File: src/rtl/brl_pkg.sv
// Shared types and constants for the Bresenham line rasterizer.
package brl_pkg;

  // Coordinate width of the endpoint and pixel fields.
  localparam int COORD_BITS = 12;
  localparam logic [COORD_BITS-1:0] COORD_MAX = {COORD_BITS{1'b1}};

  // Step size register and its usable range.
  localparam int STEP_BITS = 7;
  localparam logic [STEP_BITS-1:0] STEP_MIN = STEP_BITS'(1);
  localparam logic [STEP_BITS-1:0] STEP_MAX = STEP_BITS'(64);

  // Internal widths: the major coordinate may overshoot the end by one step,
  // the minor coordinate may leave the range on either side, and the
  // decision value spans twice the largest delta in both directions.
  localparam int MAJ_BITS = COORD_BITS + 1;
  localparam int MIN_BITS = COORD_BITS + 3;
  localparam int DEC_BITS = COORD_BITS + 4;

  // Input item action codes.
  typedef enum logic {
    ACT_LOAD = 1'b0,
    ACT_STEP = 1'b1
  } brl_action_t;

  // Input item payload.
  typedef struct packed {
    brl_action_t           action;
    logic [COORD_BITS-1:0] start_x;
    logic [COORD_BITS-1:0] start_y;
    logic [COORD_BITS-1:0] end_x;
    logic [COORD_BITS-1:0] end_y;
  } brl_in_t;

  // Result item payload.
  typedef struct packed {
    logic [COORD_BITS-1:0] pixel_x;
    logic [COORD_BITS-1:0] pixel_y;
    logic                  last_pixel;
  } brl_out_t;

  // Line setup computed from a load transaction.
  typedef struct packed {
    logic                       busy;
    logic                       major_is_y;
    logic                       minor_down;
    logic [MAJ_BITS-1:0]        cur_major;
    logic signed [MIN_BITS-1:0] cur_minor;
    logic [COORD_BITS-1:0]      end_major;
    logic signed [DEC_BITS-1:0] decision;
    logic signed [DEC_BITS-1:0] incr_straight;
    logic signed [DEC_BITS-1:0] incr_diagonal;
  } brl_line_t;

  // Walker status seen by the top level.
  typedef struct packed {
    logic busy;
    logic major_is_y;
  } brl_status_t;

endpackage

File: src/rtl/brl_setup.sv
// Line setup: axis choice, endpoint ordering, decision value and increments.
module brl_setup import brl_pkg::*; (
  input  brl_in_t   in_item,
  output brl_line_t line
);

  logic signed [COORD_BITS:0]   dx;
  logic signed [COORD_BITS:0]   dy;
  logic [COORD_BITS-1:0]        adx;
  logic [COORD_BITS-1:0]        ady;
  logic                         major_is_y;
  logic [COORD_BITS-1:0]        a0, b0, a1, b1;
  logic [COORD_BITS-1:0]        p0, q0, p1, q1;
  logic                         swap;
  logic [COORD_BITS-1:0]        dmaj;
  logic signed [COORD_BITS:0]   dmin;
  logic [COORD_BITS-1:0]        admin;
  logic signed [COORD_BITS:0]   dmin_minus_maj;
  logic signed [COORD_BITS+1:0] dec0;

  // Absolute deltas pick the major axis; ties go to y.
  always_comb begin
    dx  = $signed({1'b0, in_item.end_x}) - $signed({1'b0, in_item.start_x});
    dy  = $signed({1'b0, in_item.end_y}) - $signed({1'b0, in_item.start_y});
    adx = dx[COORD_BITS] ? COORD_BITS'(-dx) : dx[COORD_BITS-1:0];
    ady = dy[COORD_BITS] ? COORD_BITS'(-dy) : dy[COORD_BITS-1:0];
    major_is_y = !(ady < adx);
  end

  // Map to major/minor coordinates and order the endpoints by major.
  always_comb begin
    if (major_is_y) begin
      p0 = in_item.start_y; q0 = in_item.start_x;
      p1 = in_item.end_y;   q1 = in_item.end_x;
    end else begin
      p0 = in_item.start_x; q0 = in_item.start_y;
      p1 = in_item.end_x;   q1 = in_item.end_y;
    end
    swap = p0 > p1;
    a0 = swap ? p1 : p0;
    b0 = swap ? q1 : q0;
    a1 = swap ? p0 : p1;
    b1 = swap ? q0 : q1;
  end

  // Deltas, decision value and increments.
  always_comb begin
    dmaj  = a1 - a0;
    dmin  = $signed({1'b0, b1}) - $signed({1'b0, b0});
    admin = dmin[COORD_BITS] ? COORD_BITS'(-dmin) : dmin[COORD_BITS-1:0];
    dmin_minus_maj = $signed({1'b0, admin}) - $signed({1'b0, dmaj});
    dec0 = $signed({1'b0, admin, 1'b0}) - $signed({2'b00, dmaj});

    line.busy          = a0 < a1;
    line.major_is_y    = major_is_y;
    line.minor_down    = dmin[COORD_BITS];
    line.cur_major     = {1'b0, a0};
    line.cur_minor     = $signed({{(MIN_BITS-COORD_BITS){1'b0}}, b0});
    line.end_major     = a1;
    line.decision      = DEC_BITS'(dec0);
    line.incr_straight = $signed({{(DEC_BITS-COORD_BITS-1){1'b0}}, admin, 1'b0});
    line.incr_diagonal = DEC_BITS'($signed({dmin_minus_maj, 1'b0}));
  end

endmodule

File: src/rtl/brl_walker.sv
// Line state registers and the step of step_size pixels with output saturation.
module brl_walker import brl_pkg::*; (
  input  logic                 clk,
  input  logic                 rst_n,
  input  logic                 load,
  input  brl_line_t            line,
  input  logic                 step,
  input  logic [STEP_BITS-1:0] step_size,
  output logic                 res_push,
  output brl_out_t             res_data,
  output brl_status_t          status
);

  logic                       busy_r, busy_nxt;
  logic                       major_is_y_r, major_is_y_nxt;
  logic                       minor_down_r, minor_down_nxt;
  logic [MAJ_BITS-1:0]        cur_major_r, cur_major_nxt;
  logic signed [MIN_BITS-1:0] cur_minor_r, cur_minor_nxt;
  logic [COORD_BITS-1:0]      end_major_r, end_major_nxt;
  logic signed [DEC_BITS-1:0] decision_r, decision_nxt;
  logic signed [DEC_BITS-1:0] incr_straight_r, incr_straight_nxt;
  logic signed [DEC_BITS-1:0] incr_diagonal_r, incr_diagonal_nxt;

  logic                       do_step;
  logic [MAJ_BITS-1:0]        step_major;
  logic [MAJ_BITS-1:0]        major_adv;
  logic signed [MIN_BITS-1:0] step_minor;
  logic signed [MIN_BITS-1:0] minor_adv;
  logic signed [DEC_BITS-1:0] decision_adv;
  logic                       last;
  logic [COORD_BITS-1:0]      pix_major;
  logic [COORD_BITS-1:0]      pix_minor;

  // One step: move the major axis, and the minor axis on a positive decision.
  always_comb begin
    do_step    = step && busy_r;
    step_major = MAJ_BITS'(step_size);
    step_minor = $signed({{(MIN_BITS-STEP_BITS){1'b0}}, step_size});
    major_adv  = cur_major_r + step_major;
    if (decision_r > 0) begin
      decision_adv = decision_r + incr_diagonal_r;
      minor_adv    = minor_down_r ? cur_minor_r - step_minor : cur_minor_r + step_minor;
    end else begin
      decision_adv = decision_r + incr_straight_r;
      minor_adv    = cur_minor_r;
    end
    last = major_adv >= {1'b0, end_major_r};
  end

  // Saturate the new position to the coordinate range.
  always_comb begin
    pix_major = major_adv[MAJ_BITS-1] ? COORD_MAX : major_adv[COORD_BITS-1:0];
    if (minor_adv < 0) begin
      pix_minor = '0;
    end else if (minor_adv > $signed({{(MIN_BITS-COORD_BITS){1'b0}}, COORD_MAX})) begin
      pix_minor = COORD_MAX;
    end else begin
      pix_minor = minor_adv[COORD_BITS-1:0];
    end
    res_push            = do_step;
    res_data.pixel_x    = major_is_y_r ? pix_minor : pix_major;
    res_data.pixel_y    = major_is_y_r ? pix_major : pix_minor;
    res_data.last_pixel = last;
  end

  // Next state: a load replaces the line, a step advances it.
  always_comb begin
    busy_nxt          = busy_r;
    major_is_y_nxt    = major_is_y_r;
    minor_down_nxt    = minor_down_r;
    cur_major_nxt     = cur_major_r;
    cur_minor_nxt     = cur_minor_r;
    end_major_nxt     = end_major_r;
    decision_nxt      = decision_r;
    incr_straight_nxt = incr_straight_r;
    incr_diagonal_nxt = incr_diagonal_r;
    if (load) begin
      busy_nxt          = line.busy;
      major_is_y_nxt    = line.major_is_y;
      minor_down_nxt    = line.minor_down;
      cur_major_nxt     = line.cur_major;
      cur_minor_nxt     = line.cur_minor;
      end_major_nxt     = line.end_major;
      decision_nxt      = line.decision;
      incr_straight_nxt = line.incr_straight;
      incr_diagonal_nxt = line.incr_diagonal;
    end else if (do_step) begin
      busy_nxt      = !last;
      cur_major_nxt = major_adv;
      cur_minor_nxt = minor_adv;
      decision_nxt  = decision_adv;
    end
  end

  // Control state resets; the line values are loaded before use.
  always_ff @(posedge clk) begin
    if (!rst_n) begin
      busy_r       <= 1'b0;
      major_is_y_r <= 1'b0;
    end else begin
      busy_r       <= busy_nxt;
      major_is_y_r <= major_is_y_nxt;
    end
  end

  always_ff @(posedge clk) begin
    minor_down_r    <= minor_down_nxt;
    cur_major_r     <= cur_major_nxt;
    cur_minor_r     <= cur_minor_nxt;
    end_major_r     <= end_major_nxt;
    decision_r      <= decision_nxt;
    incr_straight_r <= incr_straight_nxt;
    incr_diagonal_r <= incr_diagonal_nxt;
  end

  assign status.busy       = busy_r;
  assign status.major_is_y = major_is_y_r;

endmodule

File: src/rtl/brl_obuf.sv
// Output register with a skid stage so input acceptance does not wait on out_ready.
module brl_obuf import brl_pkg::*; (
  input  logic     clk,
  input  logic     rst_n,
  input  logic     push,
  input  brl_out_t push_data,
  output logic     can_accept,
  output logic     out_valid,
  input  logic     out_ready,
  output brl_out_t out_data
);

  logic     out_valid_r, out_valid_nxt;
  logic     skid_valid_r, skid_valid_nxt;
  brl_out_t out_data_r, out_data_nxt;
  brl_out_t skid_data_r, skid_data_nxt;
  logic     pop;

  // Refill the output register from the skid stage first, then from a new push.
  always_comb begin
    pop            = out_valid_r && out_ready;
    out_valid_nxt  = out_valid_r;
    skid_valid_nxt = skid_valid_r;
    out_data_nxt   = out_data_r;
    skid_data_nxt  = skid_data_r;
    if (skid_valid_r) begin
      if (pop) begin
        out_data_nxt   = skid_data_r;
        skid_valid_nxt = 1'b0;
      end
    end else if (push) begin
      if (!out_valid_r || pop) begin
        out_data_nxt  = push_data;
        out_valid_nxt = 1'b1;
      end else begin
        skid_data_nxt  = push_data;
        skid_valid_nxt = 1'b1;
      end
    end else if (pop) begin
      out_valid_nxt = 1'b0;
    end
  end

  always_ff @(posedge clk) begin
    if (!rst_n) begin
      out_valid_r  <= 1'b0;
      skid_valid_r <= 1'b0;
    end else begin
      out_valid_r  <= out_valid_nxt;
      skid_valid_r <= skid_valid_nxt;
    end
  end

  always_ff @(posedge clk) begin
    out_data_r  <= out_data_nxt;
    skid_data_r <= skid_data_nxt;
  end

  assign can_accept = !skid_valid_r;
  assign out_valid  = out_valid_r;
  assign out_data   = out_data_r;

endmodule

File: src/rtl/bresenham_line_rasterizer_core.sv
// Top level of the Bresenham line rasterizer.
// A step transaction's pixel is registered in the output register, or in the skid stage while out_data is held.
// Throughput: one transaction per cycle while in_ready is high; the line state update is a registered loop.
// The input stalls only when both the output register and the skid stage are full.
// Reset (synchronous, rst_n low): no line active, no pending results, step size 1.
module bresenham_line_rasterizer_core import brl_pkg::*; (
  input  logic                 clk,
  input  logic                 rst_n,
  input  logic                 in_valid,
  output logic                 in_ready,
  input  brl_in_t              in_data,
  output logic                 out_valid,
  input  logic                 out_ready,
  output brl_out_t             out_data,
  input  logic                 cfg_valid,
  output logic                 cfg_ready,
  input  logic [STEP_BITS-1:0] cfg_data
);

  logic [STEP_BITS-1:0] step_size_r, step_size_nxt;
  logic                 in_fire;
  logic                 load;
  logic                 step;
  brl_line_t            line;
  logic                 res_push;
  brl_out_t             res_data;
  brl_status_t          status;

  // Step size register, held already clamped to its usable range.
  assign cfg_ready = 1'b1;

  always_comb begin
    step_size_nxt = step_size_r;
    if (cfg_valid) begin
      priority if (cfg_data < STEP_MIN) begin
        step_size_nxt = STEP_MIN;
      end else if (cfg_data > STEP_MAX) begin
        step_size_nxt = STEP_MAX;
      end else begin
        step_size_nxt = cfg_data;
      end
    end
  end

  always_ff @(posedge clk) begin
    if (!rst_n) begin
      step_size_r <= STEP_MIN;
    end else begin
      step_size_r <= step_size_nxt;
    end
  end

  // Decode the accepted transaction.
  assign in_fire = in_valid && in_ready;
  assign load    = in_fire && (in_data.action == ACT_LOAD);
  assign step    = in_fire && (in_data.action == ACT_STEP);

  brl_setup u_setup (
    .in_item (in_data),
    .line    (line)
  );

  brl_walker u_walker (
    .clk       (clk),
    .rst_n     (rst_n),
    .load      (load),
    .line      (line),
    .step      (step),
    .step_size (step_size_r),
    .res_push  (res_push),
    .res_data  (res_data),
    .status    (status)
  );

  brl_obuf u_obuf (
    .clk        (clk),
    .rst_n      (rst_n),
    .push       (res_push),
    .push_data  (res_data),
    .can_accept (in_ready),
    .out_valid  (out_valid),
    .out_ready  (out_ready),
    .out_data   (out_data)
  );

  // A pixel is only produced by a step on an active line.
  assert property (@(posedge clk) disable iff (!rst_n)
    res_push |-> (step && status.busy))
    else $error("pixel produced without an active line");

  // The last pixel of a line leaves the walker idle.
  assert property (@(posedge clk) disable iff (!rst_n)
    (res_push && res_data.last_pixel) |=> !status.busy)
    else $error("line still active after its last pixel");

  // The input only stalls while a result is waiting at the output.
  assert property (@(posedge clk) disable iff (!rst_n)
    !in_ready |-> out_valid)
    else $error("input stalled with an empty output");

  // The step size register always holds a usable value.
  assert property (@(posedge clk) disable iff (!rst_n)
    (step_size_r >= STEP_MIN) && (step_size_r <= STEP_MAX))
    else $error("step size out of range");

endmodule
File: config.mk
export PLATFORM = sky130hd
export DESIGN_NAME = bresenham_line_rasterizer_core
export DESIGN_NICKNAME = d
export VERILOG_FILES = /design/src/rtl/brl_pkg.sv /design/src/rtl/brl_setup.sv /design/src/rtl/brl_walker.sv /design/src/rtl/brl_obuf.sv /design/src/rtl/bresenham_line_rasterizer_core.sv
export SDC_FILE = /design/constraint.sdc
export NUM_CORES = 1
export LEC_CHECK = 0
export CAP_MARGIN = 10
export CORE_AREA = 4 4 169 171
export CTS_CLUSTER_DIAMETER = 150
export DETAILED_ROUTE_END_ITERATION = 6
export DIE_AREA = 0 0 173 175
export DONT_BUFFER_PORTS = 1
export HOLD_SLACK_MARGIN = 0.05
export PLACE_DENSITY = 0.61
export REMOVE_ABC_BUFFERS = 1
export SYNTH_ARGS = -nofsm -noshare
export SYNTH_HDL_FRONTEND = slang
export SYNTH_SLANG_ARGS = --single-unit
File: constraint.sdc
create_clock -name clk -period 35.7 [get_ports clk]
set_input_delay 10.71 -clock clk [delete_from_list [all_inputs] [get_ports clk]]
set_output_delay 10.71 -clock clk [all_outputs]
set_load 0.03 [all_outputs]
# Yosys cells after proc, flatten, opt, wreduce, memory -nomap -nowiden
# Cells that the tools add are included.
dict set report word_totals {
  elab_cells 105
  inputBits 61
  regBits 143
}
dict set report classes {
  add_sub_neg 14
  n_mux 40
  n_eq_ne 2
  bitwise 3
  n_reduce_logical 17
  n_lt_le_gt_ge 9
}
# operator count
set ops {}
lappend ops {{$mux 12} 20}
lappend ops {{$mux 25} 4}
lappend ops {{$sub 12x12->13} 4}
lappend ops {{$mux 16} 3}
lappend ops {{$neg 12->12} 3}
lappend ops {{$add 16x14->16} 2}
lappend ops {{$mux 15} 2}
lappend ops {{$lt 12x12->1} 2}
lappend ops {{$gt 16x1->1 const B} 1}
lappend ops {{$add 15x8->15} 1}
lappend ops {{$gt 15x13->1 const B} 1}
lappend ops {{$lt 15x1->1 const B} 1}
lappend ops {{$sub 15x8->15} 1}
lappend ops {{$mux 7} 2}
lappend ops {{$sub 13x12->14} 1}
lappend ops {{$add 13x7->13} 1}
lappend ops {{$ge 13x12->1} 1}
lappend ops {{$gt 12x12->1} 1}
lappend ops {{$sub 12x12->12} 1}
lappend ops {{$mux 1} 9}
lappend ops {{$reduce_and 3->1} 3}
lappend ops {{$reduce_bool 2->1} 4}
lappend ops {{$gt 7x7->1 const B} 1}
lappend ops {{$lt 7x1->1 const B} 1}
lappend ops {{other kinds (6)} 15}

# Logic depth before layout (Yosys ltp)
dict set report logic_depth {
  depth_word 12
  ltp_mapped 70
}

# Modules after synthesis
# Synthesis repeated with hierarchy kept, for this count alone.
dict set report unflattened {
  hier_cells 1673
  hier_area_um2 14640.3
}
# module cells_per_inst area_each_um2 instances seq_area_each_um2
set modules_own_cells {}
lappend modules_own_cells {brl_walker 629 6373.6 1 2712.6}
lappend modules_own_cells {brl_setup 913 6010.8 1 0.0}
lappend modules_own_cells {brl_obuf 92 1926.8 1 1541.5}
lappend modules_own_cells {bresenham_line_rasterizer_core 39 329.1 1 140.1}

# Worst setup path after synthesis
# Ideal clock, no wire load.
dict set report synth_path {
  kind {input to register}
  startpoint {input in_data[0] (netlist bit)}
  endpoint {register u_walker.decision_r[12], data pin}
  path_stages 66
  arrival_time_ns 22.665
  setup_ns 0.131
  path_buffers 7
  required_time_ns 35.569
  path_slack_ns 12.904
  path_cell_list {inv_1 -> ha_1 -> inv_1 -> fa_1 -> a21o_1 -> a21oi_1 -> o21bai_1 -> a21oi_1 -> nand2b_1 -> a21boi_0 -> o21ai_0 -> nand2b_1 -> a21oi_1 -> o21bai_1 -> a21oi_1 -> o21ai_0 -> xnor2_1 -> ha_1 -> (+30 left out) -> inv_1 -> clkbuf_1 -> o21ai_0 -> ha_1 -> nor2b_1 -> o21ai_0 -> a21oi_1 -> o21ai_0 -> a21oi_1 -> o21ai_0 -> nand2_1 -> and2_1 -> o21ai_0 -> a21oi_1 -> or4_1 -> nor2_1 -> a211oi_1 -> nand2_1}
}
# element line
set synth_lines {}
lappend synth_lines {{start, declared} bresenham_line_rasterizer_core.sv:11} ;# input brl_in_t in_data,
lappend synth_lines {{end signal, assigned} brl_walker.sv:111} ;# decision_r <= decision_nxt;
lappend synth_lines {{end, declared} brl_walker.sv:20} ;# logic signed [DEC_BITS-1:0] decision_r, decision_nxt;

==> impl_summary.md <==
Place
In this run the tool buffered the top-level ports with 0 buffer cells. After detailed placement, the total cell area comes to 13670 um^2. The setup slack at placement is 11.58 ns.

The sum of net half-perimeters after detailed placement is 27.40 mm. The congestion estimate from routability-driven global placement came to 0.9473.

Routing
The final layout contains routed wiring with a total length of 34.96 mm. The DRC violation count after routing is 0. The detail route stage leaves a number of antenna-violating nets equal to 0. The first TritonRoute pass finished after 5 iterations. Dividing the detail-routed via count by the number of cells gives 5.879.

After detailed routing, the average wire length per cell comes to 18.57 um. The starting DRC count in detailed routing is 848. Detailed routing inserted a total of 11071 vias.

Cells and area
The share of layout cells above drive strength 1 is 0.06680. The area added between synthesis and finish is 6.616%. The antenna diode count is 0. The number of nets in the finished design is 1730. The post-layout instance area is 14250 um^2. At the end of the flow the core is filled with cells to 0.5304.

Yosys
In the synthesized netlist, the cells that appear most often are 181 x sky130_fd_sc_hd__nand2_1, 135 x sky130_fd_sc_hd__nor2_1, 132 x sky130_fd_sc_hd__ha_1, 128 x sky130_fd_sc_hd__edfxtp_1, 126 x sky130_fd_sc_hd__a21oi_1. In the post-synthesis netlist, the cell with the most instances is sky130_fd_sc_hd__nand2_1. In the post-synthesis netlist, the biggest area contributors are sky130_fd_sc_hd__edfxtp_1 29%, sky130_fd_sc_hd__ha_1 12%, sky130_fd_sc_hd__nand2_1 5.1%. The number of synthesized flops with an enable pin is 128.

The sequential-to-total area share from yosys stat is 0.3099. Yosys mapped the design onto 81 distinct sky130hd cell types. In the synthesized netlist the dominant register cell turns out to be sky130_fd_sc_hd__edfxtp_1. The register bit total from synthesis is 143. The biggest area contributor in the post-synthesis netlist is sky130_fd_sc_hd__edfxtp_1. After synthesis the cells add up to 13370 um^2. The post-synthesis async set-or-reset flop share is 0. The average instance area after synthesis is 8.587 um^2. In the synthesized netlist, the number of instances is 1557.

Of the post-synthesis cell area, the dominant cell type holds 0.2875. During synthesis, Yosys emitted a total of 0 warnings.

Worst setup path
Grouping stages by cell kind, the critical path spends the most delay in compound AO/OA/AOI/OAI gates. STA classifies the critical path startpoint as an input pin. The data arrival time at the worst-slack endpoint is 24.08 ns. STA puts the critical path data required time at 36.00 ns.

On the worst path, the slowest cell contributes a delay of 0.67 ns. Along the worst path, the maximum fanout reaches 82. The slowest stage cell on the critical path is sky130_fd_sc_hd__buf_4. The number of buffers and inverters on the critical path is 5. The flop-to-flop setup slack is 30.46 ns. The worst setup path is captured at a flop. The most numerous cell type found on the critical path is sky130_fd_sc_hd__a21oi_1. The setup path with the least slack is of type input pin to flop.

STA
Setup slack on the critical path of the routed design comes to 11.92 ns. In the final timing run, aggregate negative setup slack is 0 ns. The final-report hold violation count is 0. Setup violations remaining at the end of the flow were counted as 0. The headroom to the max-slew limit is 0.2006. The shortest period the worst path allows is 23.78 ns. The transition at the pin with the smallest max-transition slack is 1.199 ns. The clock arrives with 0.01467 ns of skew. Setup repair after global routing left no endpoint under its margin. The final critical-path share of the clock period is 0.6661. The max-slew violation count came to 0.

Static timing analysis puts the maximum clock frequency at 42.05 MHz.

Global routing
The number of global-route vias before repair is 10368. The global-route congestion overflow total is 0. The number of antenna violations at the first check in global routing is 0. The first-pass GRT wire length is 55.90 mm. Entering global routing, the biggest net connects 83 pins. The total track usage is 0.2270.

Clocking
The post-cts sizing count is 0. Hold repair after CTS inserted 0 buffers. The TritonCTS buffer count is 17.

The number of levels in the clock H-tree is 4. The insertion delay of the later-clocked pin in the worst-skew pair is 0.43 ns. The clock tree from TritonCTS is done. The tree built by TritonCTS fans out to 143 sinks. The worst-case clock buffer depth is 2. The buffer cell driving the clock tree root is sky130_fd_sc_hd__clkbuf_16.

Post-CTS timing repair inserted 0 buffers for setup. Clock-pin slew was measured on the worst setup and hold paths at 0.07 ns.

Floorplanning
89 I/O pins were placed. From bottom edge to top edge, the die measures 175 um. The count of standard-cell rows is 60. The initial utilization of the core area, before any placement, comes to 0.4975. The floorplan step defined a core boundary enclosing 26880 um^2. The area of the die is 30280 um^2.

The die is 173 um wide.

Run status
The run finished with clean final reports.

Run
The number of max-cap violations is 0.

Worst hold path
The path class of the tightest hold or removal check is flop to flop.
## worst paths after layout
| path | start | depth (start not counted) | to |
|---|---|---|---|
| worst max-delay path | in_data[0] | 61 | u_walker.decision_r[12]$_DFFE_PP_ |
| worst min-delay path | u_walker.cur_minor_r[12]$_SDFFE_PP0P_ | 2 | u_walker.cur_minor_r[12]$_SDFFE_PP0P_ |
| worst max register to register | step_size_r[1]$_SDFFE_PN0P_ | 19 | u_obuf.out_data[15]$_DFFE_PP_ |
| worst min register to register | u_walker.cur_minor_r[12]$_SDFFE_PP0P_ | 2 | u_walker.cur_minor_r[12]$_SDFFE_PP0P_ |
## per-stage QoR
step | hold WS, ns | std cells
floorplan | 0.4531 | 1498
global placement | 0.4800 | 1851
detailed placement | 0.4893 | 1851
CTS | 0.5008 | 1883
global route | 0.5228 | 1883
finish | 0.4904 | 1883
## state kept, by name, indices dropped and copies added, names as in the netlist, 7 cells and up
signal / cells
u_obuf.out_data: 25
u_walker.incr_diagonal_r: 13
u_walker.cur_major_r: 13
u_walker.decision_r: 16
step_size_r: 7
u_walker.incr_straight_r: 12
u_walker.end_major_r: 12
u_obuf.skid_data_r: 25
u_walker.cur_minor_r: 15
## tightest hold or removal path: stages, from the launching register on
cell and delay (ns):
sky130_fd_sc_hd__dfxtp_1 0.33, sky130_fd_sc_hd__nand2_1 0.05, sky130_fd_sc_hd__o21ai_0 0.06
## metal layers
metal	up-vias	GRT usage	share of wire
met2	330	0.3785	0.46
li1	5551	-	-
met5	-	0	0
met3	33	0.03700	0.064
met4	0	0.04523	0.0099
met1	5157	0.3147	0.46
## kinds of logic after synthesis
logic type,synth area share
AND/OR/NAND/NOR,0.1610
buffers and inverters,0.04950
other,0.0002805
adder cells (fa/ha/maj),0.1377
flip-flops,0.3099
AO/OA/AOI/OAI,0.2155
multiplexers,0.05203
XOR/XNOR,0.07402
## placed cells by master, fill, tap and decap left out, types with 23 or more instances in the layout
cell and n:
sky130_fd_sc_hd__a21o_1 46, sky130_fd_sc_hd__a21oi_1 125, sky130_fd_sc_hd__edfxtp_1 128, sky130_fd_sc_hd__ha_1 132, sky130_fd_sc_hd__inv_1 112, sky130_fd_sc_hd__mux2_2 28
sky130_fd_sc_hd__mux2i_1 38, sky130_fd_sc_hd__nand2_1 180, sky130_fd_sc_hd__nand2b_1 23, sky130_fd_sc_hd__nor2_1 135, sky130_fd_sc_hd__nor3_1 25, sky130_fd_sc_hd__o21ai_0 109
sky130_fd_sc_hd__xnor2_1 76, sky130_fd_sc_hd__xor2_1 37
## area by class of cell
cell class              count  area, um^2
repair buffers             12       90.09
clock inverters            15       163.9
inverters                 114       427.9
fillers                  2478       12620
multi-input cells        1241        8577
clock buffers              17       425.4
well taps                 341       426.7
flip-flops and latches    143        4144
Power is left out: the tool's default activity adds up to more than one toggle a clock period on the data nets, which glitch-free logic cannot reach.
